<file path="src/hdl/sfs_pkg.sv">
// ----------------------------------------------------------------------------
// Sprite frame sequencer package
// Shared types, command codes, register indexes and defaults.
// ----------------------------------------------------------------------------
package sfs_pkg;

	localparam int MAX_ACROSS_DEF = 16;
	localparam int MAX_DOWN_DEF   = 16;
	localparam int TIME_BITS_DEF  = 24;

	localparam int CFG_IDX_W  = 3;
	localparam int CFG_DATA_W = 24;

	localparam int MODE_LOOP_BIT = 0;
	localparam int MODE_PP_BIT   = 1;

	localparam logic [23:0] PERIOD_RST = 24'd65536;

	typedef enum logic [2:0] {
		CMD_TICK   = 3'd0,
		CMD_START  = 3'd1,
		CMD_STOP   = 3'd2,
		CMD_PAUSE  = 3'd3,
		CMD_RESUME = 3'd4
	} cmd_t;

	typedef enum logic [2:0] {
		REG_ACROSS = 3'd0,
		REG_DOWN   = 3'd1,
		REG_WIDTH  = 3'd2,
		REG_HEIGHT = 3'd3,
		REG_FIRST  = 3'd4,
		REG_LAST   = 3'd5,
		REG_MODE   = 3'd6,
		REG_PERIOD = 3'd7
	} reg_idx_t;

	typedef enum logic [3:0] {
		ST_IDLE,
		ST_CNT,
		ST_RANGE,
		ST_LEN,
		ST_ACC,
		ST_ADV,
		ST_MAP,
		ST_FRAME,
		ST_DIV,
		ST_MULX,
		ST_MULY,
		ST_FINISH
	} state_t;

	typedef struct packed {
		logic [2:0]  cmd;
		logic [23:0] elapsed;
	} req_t;

	typedef struct packed {
		logic [7:0]  frame_index;
		logic [13:0] origin_x;
		logic [13:0] origin_y;
		logic        playing;
	} rsp_t;

endpackage

</file>
<file path="src/hdl/sfs_div.sv">
// ----------------------------------------------------------------------------
// Sprite frame sequencer divider
// Restoring divider, one quotient bit per cycle.
// ----------------------------------------------------------------------------
module sfs_div import sfs_pkg::*; #(
	parameter int NUM_W = 9,
	parameter int DEN_W = 5
) (
	input  logic             clk,
	input  logic             arst_n,
	input  logic             start,
	input  logic [NUM_W-1:0] num,
	input  logic [DEN_W-1:0] den,
	output logic             done,
	output logic [NUM_W-1:0] quo,
	output logic [DEN_W-1:0] rem
);

	localparam int CNT_W = $clog2(NUM_W + 1);

	logic [NUM_W-1:0] num_q;
	logic [DEN_W-1:0] rem_q;
	logic [CNT_W-1:0] cnt_q;
	logic             busy_q;
	logic             done_q;
	logic [DEN_W:0]   trial;
	logic             fits;

	assign trial = {rem_q, num_q[NUM_W-1]};
	assign fits  = trial >= {1'b0, den};

	always_ff @(posedge clk or negedge arst_n) begin
		if (!arst_n) begin
			busy_q <= 1'b0;
			done_q <= 1'b0;
			cnt_q  <= '0;
		end else if (start) begin
			busy_q <= 1'b1;
			done_q <= 1'b0;
			cnt_q  <= CNT_W'(NUM_W);
		end else if (busy_q) begin
			cnt_q  <= cnt_q - 1'b1;
			busy_q <= cnt_q != CNT_W'(1);
			done_q <= cnt_q == CNT_W'(1);
		end else begin
			done_q <= 1'b0;
		end
	end

	always_ff @(posedge clk) begin
		if (start) begin
			num_q <= num;
			rem_q <= '0;
		end else if (busy_q) begin
			num_q <= {num_q[NUM_W-2:0], fits};
			rem_q <= fits ? DEN_W'(trial - {1'b0, den}) : DEN_W'(trial);
		end
	end

	assign done = done_q;
	assign quo  = num_q;
	assign rem  = rem_q;

endmodule

</file>
<file path="src/hdl/sprite_frame_sequencer_unit.sv">
// ----------------------------------------------------------------------------
// Sprite frame sequencer
// Each request steps through the states CNT, RANGE, LEN, ACC, ADV, MAP, FRAME,
//   DIV, MULX, MULY and FINISH, and the next is taken only back in IDLE; a held
//   response in the output register can hold the unit in FINISH.
// The bit-serial divide of the frame index by frames_across runs in DIV.
// A finished response waits in the output register while the next request
//   is taken. Reset stops playback, clears position and time, loads defaults.
// ----------------------------------------------------------------------------
module sprite_frame_sequencer_unit import sfs_pkg::*; #(
	parameter int MAX_ACROSS = MAX_ACROSS_DEF,
	parameter int MAX_DOWN   = MAX_DOWN_DEF,
	parameter int TIME_BITS  = TIME_BITS_DEF
) (
	input  logic                  clk,
	input  logic                  arst_n,
	input  logic                  cfg_we,
	input  logic [CFG_IDX_W-1:0]  cfg_index,
	input  logic [CFG_DATA_W-1:0] cfg_data,
	input  logic                  req_valid,
	output logic                  req_ready,
	input  req_t                  req,
	output logic                  rsp_valid,
	input  logic                  rsp_ready,
	output rsp_t                  rsp
);

	localparam int AW  = $clog2(MAX_ACROSS + 1);
	localparam int DW  = $clog2(MAX_DOWN + 1);
	localparam int CW  = $clog2(MAX_ACROSS * MAX_DOWN + 1);
	localparam int FW  = (CW > 8) ? CW : 8;
	localparam int NW  = FW + 1;
	localparam int LW  = FW + 2;
	localparam int AC  = TIME_BITS + 1;
	localparam int SW  = ((AC > 24) ? AC : 24) + 1;
	localparam int MW  = FW + 10;
	localparam logic [SW-1:0] TMASK = {SW{1'b1}} >> (SW - TIME_BITS);
	localparam logic [SW-1:0] AMAX  = {SW{1'b1}} >> (SW - AC);

	state_t state_q, state_d;

	logic [4:0]  across_q, down_q;
	logic [9:0]  width_q, height_q;
	logic [7:0]  first_q, last_q;
	logic [1:0]  mode_q;
	logic [23:0] period_q;

	logic [LW-1:0] pos_q;
	logic          run_q;
	logic [AC-1:0] acc_q;

	logic [2:0]    cmd_q;
	logic [23:0]   elapsed_q;
	logic [CW-1:0] count_q;
	logic [FW-1:0] s_q, e_q, f_q;
	logic          eq_q, lt_q, fwd_q;
	logic [NW-1:0] n_q;
	logic [LW-1:0] len_q, k_q;
	logic [13:0]   ox_q, oy_q;
	logic          rsp_valid_q;
	rsp_t          rsp_q;

	logic [AW-1:0] a_eff;
	logic [DW-1:0] d_eff;
	logic [FW-1:0] cnt_f, s_c, e_c;
	logic [NW-1:0] n_c;
	logic [LW-1:0] len_c, pc, k_c, t_c;
	logic          fwd_c;
	logic [FW-1:0] f_c;
	logic [SW-1:0] sum_c, sat_c;
	logic          acc_ge;
	logic [LW:0]   pos_inc;
	logic [FW-1:0] mul_a;
	logic [9:0]    mul_b;
	logic [MW-1:0] prod;
	logic          div_start;
	logic          div_done;
	logic [FW-1:0] quo;
	logic [AW-1:0] rem;
	logic          load_rsp;

	assign a_eff = (across_q == 5'd0) ? AW'(1) :
		((int'(across_q) > MAX_ACROSS) ? AW'(MAX_ACROSS) : AW'(across_q));
	assign d_eff = (down_q == 5'd0) ? DW'(1) :
		((int'(down_q) > MAX_DOWN) ? DW'(MAX_DOWN) : DW'(down_q));

	assign mul_a = (state_q == ST_CNT)  ? FW'(a_eff) :
	               (state_q == ST_MULX) ? FW'(rem)   : quo;
	assign mul_b = (state_q == ST_CNT)  ? 10'(d_eff) :
	               (state_q == ST_MULX) ? width_q    : height_q;
	assign prod  = MW'(mul_a) * MW'(mul_b);

	assign cnt_f = FW'(count_q);
	assign s_c   = (FW'(first_q) >= cnt_f) ? FW'(cnt_f - 1'b1) : FW'(first_q);
	assign e_c   = (FW'(last_q)  >= cnt_f) ? FW'(cnt_f - 1'b1) : FW'(last_q);

	always_comb begin
		if (s_q < e_q) begin
			n_c = NW'(e_q) - NW'(s_q) + NW'(1);
		end else begin
			n_c = NW'(cnt_f) - NW'(s_q) + NW'(e_q) + NW'(1);
		end
		if (s_q == e_q) begin
			len_c = LW'(1);
		end else if (s_q < e_q) begin
			len_c = mode_q[MODE_PP_BIT] ? LW'({n_c - NW'(1), 1'b0}) : LW'(n_c);
		end else begin
			len_c = mode_q[MODE_PP_BIT] ? LW'({n_c, 1'b0}) : LW'(n_c);
		end
	end

	assign sum_c  = SW'(acc_q) + (SW'(elapsed_q) & TMASK);
	assign sat_c  = (sum_c > AMAX) ? AMAX : sum_c;
	assign acc_ge = SW'(acc_q) >= SW'(period_q);
	assign pos_inc = {1'b0, pos_q} + (LW+1)'(1);

	always_comb begin
		pc    = (pos_q < len_q) ? pos_q : len_q - LW'(1);
		fwd_c = pc < LW'(n_q);
		if (fwd_c) begin
			k_c = pc;
		end else if (lt_q) begin
			k_c = pc - LW'(n_q);
		end else begin
			k_c = LW'({n_q, 1'b0}) - LW'(1) - pc;
		end
	end

	always_comb begin
		t_c = LW'(s_q) + k_q;
		if (eq_q) begin
			f_c = s_q;
		end else if (lt_q) begin
			f_c = fwd_q ? FW'(t_c) : FW'(LW'(e_q) - LW'(1) - k_q);
		end else begin
			f_c = (t_c >= LW'(cnt_f)) ? FW'(t_c - LW'(cnt_f)) : FW'(t_c);
		end
	end

	assign div_start = state_q == ST_FRAME;

	sfs_div #(
		.NUM_W(FW),
		.DEN_W(AW)
	) u_div (
		.clk   (clk),
		.arst_n(arst_n),
		.start (div_start),
		.num   (f_c),
		.den   (a_eff),
		.done  (div_done),
		.quo   (quo),
		.rem   (rem)
	);

	always_ff @(posedge clk or negedge arst_n) begin
		if (!arst_n) begin
			state_q <= ST_IDLE;
		end else begin
			state_q <= state_d;
		end
	end

	always_comb begin
		state_d   = state_q;
		req_ready = 1'b0;
		load_rsp  = 1'b0;
		case (state_q)
			ST_IDLE: begin
				req_ready = 1'b1;
				if (req_valid) state_d = ST_CNT;
			end
			ST_CNT:   state_d = ST_RANGE;
			ST_RANGE: state_d = ST_LEN;
			ST_LEN:   state_d = ST_ACC;
			ST_ACC:   state_d = ST_ADV;
			ST_ADV:   state_d = ST_MAP;
			ST_MAP:   state_d = ST_FRAME;
			ST_FRAME: state_d = ST_DIV;
			ST_DIV: begin
				if (div_done) state_d = ST_MULX;
			end
			ST_MULX:  state_d = ST_MULY;
			ST_MULY:  state_d = ST_FINISH;
			ST_FINISH: begin
				if (!rsp_valid_q || rsp_ready) begin
					load_rsp = 1'b1;
					state_d  = ST_IDLE;
				end
			end
			default:  state_d = ST_IDLE;
		endcase
	end

	always_ff @(posedge clk or negedge arst_n) begin
		if (!arst_n) begin
			across_q    <= 5'd1;
			down_q      <= 5'd1;
			width_q     <= 10'd1;
			height_q    <= 10'd1;
			first_q     <= '0;
			last_q      <= '0;
			mode_q      <= '0;
			period_q    <= PERIOD_RST;
			pos_q       <= '0;
			run_q       <= 1'b0;
			acc_q       <= '0;
			rsp_valid_q <= 1'b0;
		end else begin
			if (cfg_we) begin
				case (reg_idx_t'(cfg_index))
					REG_ACROSS: across_q <= cfg_data[4:0];
					REG_DOWN:   down_q   <= cfg_data[4:0];
					REG_WIDTH:  width_q  <= cfg_data[9:0];
					REG_HEIGHT: height_q <= cfg_data[9:0];
					REG_FIRST:  first_q  <= cfg_data[7:0];
					REG_LAST:   last_q   <= cfg_data[7:0];
					REG_MODE:   mode_q   <= cfg_data[1:0];
					REG_PERIOD: period_q <= cfg_data[23:0];
					default: ;
				endcase
			end
			if (state_q == ST_ACC) begin
				case (cmd_q)
					CMD_TICK: begin
						if (run_q) acc_q <= sat_c[AC-1:0];
					end
					CMD_START: begin
						pos_q <= '0;
						run_q <= !eq_q;
					end
					CMD_STOP: begin
						pos_q <= '0;
						run_q <= 1'b0;
					end
					CMD_PAUSE:  run_q <= 1'b0;
					CMD_RESUME: run_q <= 1'b1;
					default: ;
				endcase
			end
			if (state_q == ST_ADV && cmd_q == CMD_TICK && run_q && acc_ge) begin
				if (pos_inc >= {1'b0, len_q}) begin
					if (mode_q[MODE_LOOP_BIT]) begin
						pos_q <= '0;
					end else begin
						pos_q <= len_q - LW'(1);
						run_q <= 1'b0;
					end
				end else begin
					pos_q <= pos_inc[LW-1:0];
				end
				acc_q <= AC'(SW'(acc_q) - SW'(period_q));
			end
			if (load_rsp) begin
				rsp_valid_q <= 1'b1;
			end else if (rsp_ready) begin
				rsp_valid_q <= 1'b0;
			end
		end
	end

	always_ff @(posedge clk) begin
		if (req_valid && req_ready) begin
			cmd_q     <= req.cmd;
			elapsed_q <= req.elapsed;
		end
		if (state_q == ST_CNT) count_q <= prod[CW-1:0];
		if (state_q == ST_RANGE) begin
			s_q <= s_c;
			e_q <= e_c;
		end
		if (state_q == ST_LEN) begin
			eq_q  <= s_q == e_q;
			lt_q  <= s_q < e_q;
			n_q   <= n_c;
			len_q <= len_c;
		end
		if (state_q == ST_MAP) begin
			k_q   <= k_c;
			fwd_q <= fwd_c;
		end
		if (state_q == ST_FRAME) f_q <= f_c;
		if (state_q == ST_MULX) ox_q <= prod[13:0];
		if (state_q == ST_MULY) oy_q <= prod[13:0];
		if (load_rsp) begin
			rsp_q.frame_index <= f_q[7:0];
			rsp_q.origin_x    <= ox_q;
			rsp_q.origin_y    <= oy_q;
			rsp_q.playing     <= run_q;
		end
	end

	assign rsp_valid = rsp_valid_q;
	assign rsp       = rsp_q;

endmodule

</file>
<file path="config.mk">
export PLATFORM = sky130hd
export DESIGN_NAME = sprite_frame_sequencer_unit
export DESIGN_NICKNAME = d
export VERILOG_FILES = /design/src/hdl/sfs_pkg.sv /design/src/hdl/sfs_div.sv /design/src/hdl/sprite_frame_sequencer_unit.sv
export SDC_FILE = /design/constraint.sdc
export NUM_CORES = 1
export LEC_CHECK = 0
export BUFFER_PORTS_ARGS = -buffer_cell sky130_fd_sc_hd__buf_2
export CAP_MARGIN = 25
export CORE_ASPECT_RATIO = 0.8
export CORE_UTILIZATION = 63
export DETAILED_ROUTE_END_ITERATION = 16
export GPL_TIMING_DRIVEN = 0
export PLACE_DENSITY = 0.81
export SLEW_MARGIN = 15
export SYNTH_ARGS = -nofsm -noshare
export SYNTH_HDL_FRONTEND = slang
export SYNTH_SLANG_ARGS = --single-unit
</file>
<file path="constraint.sdc">
create_clock -name clk -period 7.4 [get_ports clk]
set_input_delay 0.37 -clock clk [delete_from_list [all_inputs] [get_ports clk]]
set_output_delay 0.37 -clock clk [all_outputs]
set_load 0.1 [all_outputs]
</file>
==> reports/results.ini, run 1 <==
[clock_network]
numCtsBuffers=31
root_buffer=clkbuf_16
post-cts-setup-buffers=0
cts_tree=done
htreeDepth=1
cts.clk_slew.worst_paths_ns=0.06
numClockSinks=296
cts_resized=0
clk_latency_ns=0.60
clock_path_buffers=3

[detailed_routing]
vias=17417
viasPerCell=6.24
wl_mm=56.4
drcViolationCount=0
wl_per_cell_um=20.2
ant_nets=0
drtIter0Drc=1683
drt-pass1-iter-count=6

[run_status]
outcome=completed

[sta]
layout_setup_ws_ns=0.562
worstMarginPinSlew_ns=1.13
setup_viol_count_final=0
timing_hold_violations_final=0
final.period_utilization=0.924
rsz0062_at_grt=no
finalCriticalPeriod_ns=6.84
slew_headroom=0.238
fin_setup_tns_ns=0
slew_viol_final=0
clock_skew_ns=0.0345
fmax_mhz=146

[placement]
io_buffer_count=95
gp_congestion=0.934
dp_slack_ns=0.734
dp_hpwl_mm=43.0

[setup_path]
critPathArrivalTime_ns=7.14
reg2reg_depth=23
required_ns=7.70
rr_startpoint=state_q[0]
max_stage_delay_ns=0.59
crit_path_start_kind=flop
r2r_end=oy_q[13]
slowest_stage=fa_1
cp-end-kind=flop
worstPathMaxFanout=18
criticalPathCategory=flop to flop
reg2reg_setup_slack_ns=0.56
worstPathCellList=clkbuf_1 > nor4b_4 > buf_2 > buf_2 > nand2_1 > o21ai_1 > nand2_1 > fa_1 > fa_1 > inv_1 > ha_1 > inv_1 > fa_1 > inv_1 > ha_1 > a21o_1 > a21oi_1 > o21ai_0 > a21oi_1 > o21bai_1 > a21oi_1 > o21ai_0 > xnor2_1

[yosys]
synth_edf_count=171
synth_area_um2=21700
synthCells=2161
yosys_warnings=0
muxShareOfSynthArea=0.0680
synth-simple-area-share=0.126
async_flop_share=0.405
synth_xor_area_frac=0.0524
ys_ff_latch=296
synth_top_family_by_area=adder cells
synth-adder-area-share=0.177
synth_area_leaders=edfxtp_1 24%, dfrtp_1 13%, ha_1 11%
synth.distinct_cells=89
synth_compound_area_frac=0.144
synthTopCellsByCount=237 x inv_1, 198 x ha_1, 171 x edfxtp_1, 167 x nand2_1, 125 x nor2_1
synth_top_area_share=0.236
synth_nets=2486
synth-main-ff-cell=edfxtp_1
synth_area_per_cell_um2=10.1
synth.most_common_cell=inv_1
synth.largest_area_cell=edfxtp_1
seq_area_frac_synth=0.379

[die]
die_area_um2=35300
die_h_um=168
ioPinCount=98
rows=60
core_area_um2=33800
initial_core_util=0.644
die_w_um=210

[grt]
antenna_found_initial=2
grt_use_total=0.324
grt_pass1_vias=17177
grt_pass1_wl_mm=90.4
globalRouteOverflowTotal=0
grt_max_degree=88

[flow_run]
maxCapViolations=0

[hold_path]
holdPathStages=2
hp-class=input port to flop
worstHoldEndpoint=period_q[20]
hp-start=cfg_data[20]

[layout]
layout-drive-gt1-share=0.131
areaGrowthSynthToFinish_pct=11.5
final_nets=2654

-- critical path: cells and delay by family, from the launching register on --
| family | cells | cell delay [ns] |
|---|---|---|
| XOR/XNOR | 1 | 0.18 |
| adder cells (fa/ha/maj) | 5 | 2.17 |
| buffers and inverters | 6 | 1.26 |
| AND/OR/NAND/NOR | 3 | 0.85 |
| AO/OA/AOI/OAI | 8 | 1.73 |
| flip-flops | 1 | 0.35 |
-- cell families (layout without fill, tap and decap cells) --
kind of cell / after synthesis / count (layout)
DFF: 296 / 296
and+or+nand+nor: 560 / 560
AOI/OAI and AO/OA: 471 / 471
xor gates and xnor gates: 130 / 130
other: 0 / 1
adders and majority gates: 266 / 266
buffers and inverters: 302 / 495
muxes: 136 / 136
-- registers in the layout, summed over array words and instances, names as in the netlist, 9 cells and up --
signal     cells
s_q            9
oy_q          14
k_q           11
period_q      24
acc_q         25
pos_q         11
u_div.quo      9
ox_q          14
len_q         11
cnt_f          9
elapsed_q     24
n_q           10
height_q      10
width_q       10
e_q            9
rsp           37
-- routing by layer --
metal | global-route usage | vias up | wire length (um)
met4 | 0.0984 | 2 | 1720
li1 | - | 8048 | -
met3 | 0.0524 | 133 | 5270
met2 | 0.511 | 819 | 25300
met5 | 0 | - | 13
met1 | 0.460 | 8415 | 24100
-- metrics by stage --
stage	hold slack, ns	std cells	util	area, um2
global placement	0.401	2690	0.674	22800
CTS	0.0164	2787	0.717	24200
detailed placement	0.301	2701	0.678	22900
finish	0.0237	2789	0.718	24200
floorplan	0.0744	2161	-	21700
global route	0.0273	2789	0.718	24200
-- final cells by class --
type	count	area (um2)
diodes	1	2.50
plain buffers	63	277
inverters	239	898
clock inverters	12	87.6
multi-input cells	1563	12300
fillers	2360	9540
repair buffers	135	896
clock buffers	46	956
flip-flops and latches	296	8240
well taps	434	543
-- cell usage in the layout, fill, tap and decap left out, drive strengths merged, types with 91 or more instances in the layout --
cell,instances
mux2,91
a21oi,115
o21ai,120
nand2,167
nor2,125
dfrtp,115
ha,198
inv,242
buf,130
edfxtp,171
-- what timing repair did --
item,CTS,global route
hold buffers,28,0
endpoints found under the hold margin,59,0
setup endpoints to repair,0,0
-- how the worst max path moves through the flow --
stage / start / end / slack [ns] / depth (start not counted)
2_1_floorplan: state_q[1] / ox_q[13] / 1.89 / 23
3_3_place_gp: state_q[0] / ox_q[13] / 0.92 / 23
3_5_place_dp: state_q[0] / ox_q[13] / 0.73 / 23
4_1_cts: state_q[0] / oy_q[13] / 0.69 / 23
5_1_grt: state_q[3] / oy_q[13] / 0.1 / 23
6_report: state_q[0] / oy_q[13] / 0.56 / 23
Power of run 1 is not shown: default switching activity piles up to over one toggle a cycle in this logic, so the estimate is an artifact.
==> inputs of run 2 (changes only) <==
Settings changed: PLACE_DENSITY 0.81 to 0.82.
==> run 2 against run 1 <==
  * Non-clock buffer count decreased by 26
  * Via count down 0.26%
  * Clock-buffer cell count increased by 3
  * Sequential cell count stayed put
  * Hold slack lost 0.010 ns
  * Register-to-register slack worse by 0.05 ns
  * Global-route usage decreased by 0.27 points
  * Sequential share of layout area up 0.17 points
  * Fmax down 0.67%
  * Die area unchanged
  * Cell count fell by 0.72%
  * Utilization fell by 0.36 points
==> reports/results.ini, run 2 (synthesis gave the netlist of run 1 again) <==
[clock_network]
numCtsBuffers=34
numClockSinks=296
cts.clk_slew.worst_paths_ns=0.06
cts_tree=done
cts_resized=0
root_buffer=clkbuf_16
htreeDepth=2
clock_path_buffers=3
clk_latency_ns=0.54

[die]
core_area_um2=33800
initial_core_util=0.644
ioPinCount=98
die_h_um=168
die_w_um=210
die_area_um2=35300
rows=60

[sta]
timing_hold_violations_final=0
final.period_utilization=0.930
slew_headroom=0.397
rsz0062_at_grt=no
setup_viol_count_final=0
slew_viol_final=0
finalCriticalPeriod_ns=6.88
clock_skew_ns=0.0212
worstMarginPinSlew_ns=0.892
fmax_mhz=145
fin_setup_tns_ns=0

[setup_path]
reg2reg_setup_slack_ns=0.52
r2r_end=ox_q[13]
rr_startpoint=state_q[0]
reg2reg_depth=23
required_ns=7.65
worstPathMaxFanout=18
criticalPathCategory=flop to flop
crit_path_start_kind=flop
critPathArrivalTime_ns=7.14
cp-end-kind=flop

[layout]
layout-drive-gt1-share=0.132
final_nets=2631
areaGrowthSynthToFinish_pct=10.9
final_cell_mix=237 x inv_1, 198 x ha_1, 171 x edfxtp_1
largest_register_ffs=37
final_common_cell=inv_1

[grt]
grt_max_degree=89
grt_pass1_wl_mm=89.1
globalRouteOverflowTotal=0
grt_pass1_vias=17079
antenna_found_initial=3
grt_use_total=0.321

[detailed_routing]
wl_per_cell_um=20.3
drt-pass1-iter-count=6
wl_mm=56.2
drcViolationCount=0
vias=17371
wl_met3_mm=5.75
maxUsedRoutingLayer=met4
viasPerCell=6.27
ant_nets=0
wl_met1_mm=23.5
wl_met2_mm=25.5
drtIter0Drc=1699

[hold_path]
hp-start=req[25]
worstHoldEndpoint=cmd_q[1]
hp-class=input port to flop
holdPathStages=1

[placement]
gp_congestion=0.945
dp_hpwl_mm=43.0
io_buffer_count=95

[flow_run]
maxCapViolations=0

[run_status]
outcome=completed

## run 2: cell types whose count changed in the layout (fill, tap and decap cells not counted), sizes merged
cell / delta
diode: +3
bufinv: +4
inv: -3
buf: -1
clkinv: -1
clkbuf: +3
dlygate4sd3: -25
## run 2: repair_timing
action                                 in CTS  in global routing
endpoints found under the hold margin      33                  0
hold buffers                                3                  0
buffers inserted                            0                  0
## run 2: final cells by class
| type | count | area, um2 |
|---|---|---|
| plain buffers | 63 | 277 |
| fillers | 2440 | 9660 |
| multi-input cells | 1563 | 12300 |
| flip-flops and latches | 296 | 8240 |
| clock buffers | 49 | 991 |
| repair buffers | 109 | 633 |
| well taps | 434 | 543 |
| clock inverters | 12 | 180 |
| inverters | 239 | 898 |
| diodes | 4 | 10.0 |
## run 2: metrics by stage
step / instances / hold slack [ns] / setup slack, ns / utilization / instance area (um2)
6_report: 2769 / 0.0133 / 0.516 / 0.714 / 24100
5_1_grt: 2768 / 0.00617 / 0.0537 / 0.714 / 24100
4_1_cts: 2765 / 0.00104 / 0.692 / 0.714 / 24100
3_5_place_dp: 2701 / 0.296 / 0.748 / 0.678 / 22900
3_3_place_gp: 2690 / 0.401 / 0.909 / 0.674 / 22800
2_1_floorplan: 2161 / 0.0744 / 1.89 / - / 21700
## run 2: per-layer routing
metal | vias to the layer above | global-route usage
li1 | 7974 | -
met1 | 8409 | 0.446
met2 | 849 | 0.508
met3 | 139 | 0.0662
met4 | 0 | 0.0952
met5 | - | 0
## run 2: critical path, cell delays in order (launching register included)
cell	delay, ns
dfrtp_1	0.36
clkbuf_1	0.34
nor4b_4	0.57
buf_2	0.35
buf_2	0.42
nand2_1	0.14
o21ai_1	0.41
nand2_1	0.18
fa_1	0.50
fa_1	0.51
inv_1	0.04
ha_1	0.27
inv_1	0.05
fa_1	0.59
inv_1	0.06
ha_1	0.28
a21o_1	0.16
a21oi_1	0.21
o21ai_0	0.12
a21oi_1	0.24
o21bai_1	0.10
a21oi_1	0.31
o21ai_0	0.20
xnor2_1	0.18
## run 2: worst max-delay path by stage
stage / startpoint / to / slack, ns / depth (start not counted)
floorplan: state_q[1] / ox_q[13] / 1.89 / 23
global placement: state_q[0] / ox_q[13] / 0.91 / 23
detailed placement: state_q[0] / oy_q[13] / 0.75 / 23
CTS: state_q[0] / ox_q[13] / 0.69 / 23
global route: state_q[0] / oy_q[13] / 0.05 / 23
finish: state_q[0] / ox_q[13] / 0.52 / 23
Power of run 2 is left out for the same reason.
==> inputs of run 3 (changes only) <==
Settings changed: SYNTH_HIERARCHICAL set to 1.
==> run 3 against run 2 <==
  * First-iteration DRC count is 12% lower
  * Synthesized cell count is 1.3% lower
  * Sequential cell count stayed put
  * Critical path depth is 1 higher
  * Clock-buffer cell count is 6 lower
  * Routed wire length is 2.7% lower
  * Global-route usage is 0.67 points lower
  * Critical path type unchanged
  * Highest routed layer unchanged
==> reports/results.ini, run 3 <==
[sta]
fmax_mhz=143
clock_skew_ns=0.0122
finalCriticalPeriod_ns=7.00
slew_viol_final=0
final.period_utilization=0.946
slew_headroom=0.265
timing_hold_violations_final=0
worstMarginPinSlew_ns=1.09
rsz0062_at_grt=no
setup_viol_count_final=0

[detailed_routing]
wl_met2_mm=25.3
wl_per_cell_um=19.8
ant_nets=0
viasPerCell=6.21
vias=17128
drtIter0Drc=1500
drt-pass1-iter-count=5
wl_met3_mm=4.86
drcViolationCount=0
maxUsedRoutingLayer=met4
wl_met1_mm=23.3
wl_mm=54.7

[run_status]
outcome=completed

[yosys]
synth.distinct_cells=84
synthTopCellsByCount=242 x inv_1, 198 x ha_1, 171 x edfxtp_1, 145 x nand2_1
synth-simple-area-share=0.126
async_flop_share=0.405
synth_nets=2457
synth-adder-area-share=0.177
synthCells=2132
synth_compound_area_frac=0.141
synth.most_common_cell=inv_1
synth-main-ff-cell=edfxtp_1
synth_edf_count=171
synth_area_leaders=edfxtp_1 24%, dfrtp_1 13%, ha_1 11%
synth_top_family_by_area=adder cells
ys_ff_latch=296
synth_area_per_cell_um2=10.2
yosys_warnings=6
muxShareOfSynthArea=0.0683
synth_top_area_share=0.237
synth_xor_area_frac=0.0526
synth_area_um2=21600
synth.largest_area_cell=edfxtp_1
seq_area_frac_synth=0.381

[clock_network]
numCtsBuffers=31
htreeDepth=1
clk_latency_ns=0.58
root_buffer=clkbuf_16
cts_tree=done
numClockSinks=296
cts.clk_slew.worst_paths_ns=0.06
clock_path_buffers=3

[setup_path]
crit_path_start_kind=flop
path_common_cell=inv_1
slowest_stage=o21ai_0
criticalPathCategory=flop to flop
max_stage_delay_ns=0.63
critPathArrivalTime_ns=7.35
required_ns=7.74
worstPathCellList=clkbuf_1 > nand2b_1 > or2_2 > inv_1 > buf_2 > mux2i_1 > o21ai_0 > nand2_1 > fa_1 > inv_1 > fa_1 > ha_1 > inv_1 > fa_1 > inv_1 > ha_1 > a21o_1 > a21oi_1 > o21bai_1 > a21oi_1 > o21ai_0 > a21o_1 > a21oi_1 > xnor2_1
cp-end-kind=flop
worstPathMaxFanout=23

[die]
die_h_um=168
die_w_um=209
ioPinCount=98
rows=60
core_area_um2=33700
die_area_um2=35100
initial_core_util=0.642

[placement]
io_buffer_count=95
gp_congestion=0.956
dp_hpwl_mm=41.9

[layout]
final_nets=2626
final_cell_mix=242 x inv_1, 198 x ha_1, 171 x edfxtp_1
areaGrowthSynthToFinish_pct=11.5
final_common_cell=inv_1
largest_register_ffs=37
antenna-diode-count=0
layout-drive-gt1-share=0.129
final_core_util=0.716

[grt]
grt_pass1_vias=16942
grt_use_total=0.314
grt_pass1_wl_mm=87.4
grt_max_degree=62
globalRouteOverflowTotal=0
antenna_found_initial=0

[flow_run]
maxCapViolations=0

[hold_path]
hp-class=input port to flop

-- run 3: changes by cell type after synthesis, sizes merged, moves of 9 or more --
cell    change
o21ai      -19
nor2b      +11
buf         -9
and3       +17
a21oi       +9
and2       -10
a211oi      -9
nand2      -21
-- run 3: path summary, 6_finish.rpt --
check                        startpoint           end  slack (ns)  depth (start not counted)
setup / recovery             state_q[2]      oy_q[13]        0.40                         24
hold / removal             cfg_data[14]  period_q[14]        0.03                          2
setup reg to reg             state_q[2]      oy_q[13]        0.40                         24
hold reg to reg                 ox_q[6]       rsp[21]        0.42                          0
max in group asynchronous        arst_n     down_q[0]        6.27                          3
min in group asynchronous        arst_n   height_q[4]        0.35                          2
-- run 3: final cells by class --
type | count | area (um2)
multi-input combinational | 1542 | 12300
fill | 2361 | 9560
sequential | 296 | 8240
inverter | 242 | 908
timing repair buffer | 136 | 897
clock buffer | 43 | 851
tap | 434 | 543
buffer | 52 | 260
clock inverter | 15 | 166
-- run 3: metrics by stage --
step / hold slack, ns / setup TNS, ns / instances / setup WS [ns] / cell area [um2]
floorplan: 0.0744 / 0 / 2132 / 1.43 / 21600
CTS: 0.0173 / 0 / 2758 / 0.313 / 24100
global route: 0.0174 / 0 / 2760 / 0.0468 / 24100
global placement: 0.403 / 0 / 2661 / 0.255 / 22700
finish: 0.0265 / 0 / 2760 / 0.397 / 24100
detailed placement: 0.398 / -0.0195 / 2672 / -0.00975 / 22800
-- run 3: cell families after synthesis --
logic type | count (synthesis)
buffers and inverters | 294
AOI/OAI and AO/OA | 456
adders and majority gates | 266
xor gates and xnor gates | 130
DFF | 296
muxes | 136
and+or+nand+nor | 554
-- run 3: critical path: cells and delay by family, from the launching register on --
family,cells,cell delay (ns)
flops,1,0.36
simple gates,3,0.85
buf+inv,6,1.06
fa+ha+maj,5,2.09
xor+xnor,1,0.23
mux,1,0.15
compound gates,8,2.00
-- run 3: timing repair --
| action | in CTS | in global routing |
|---|---|---|
| hold endpoints to repair | 86 | 0 |
| buffers inserted | 0 | 0 |
| resized for setup | 1 | 6 |
| pin swaps | 0 | 0 |
| hold buffers | 28 | 0 |
| endpoints found under the setup margin | 2 | 2 |
-- run 3: layer usage --
| metal | vias up | track usage |
|---|---|---|
| met4 | 0 | 0.0774 |
| li1 | 7940 | - |
| met1 | 8295 | 0.437 |
| met2 | 780 | 0.514 |
| met3 | 113 | 0.0524 |
| met5 | - | 0 |
Power of run 3 is left out for the same reason.
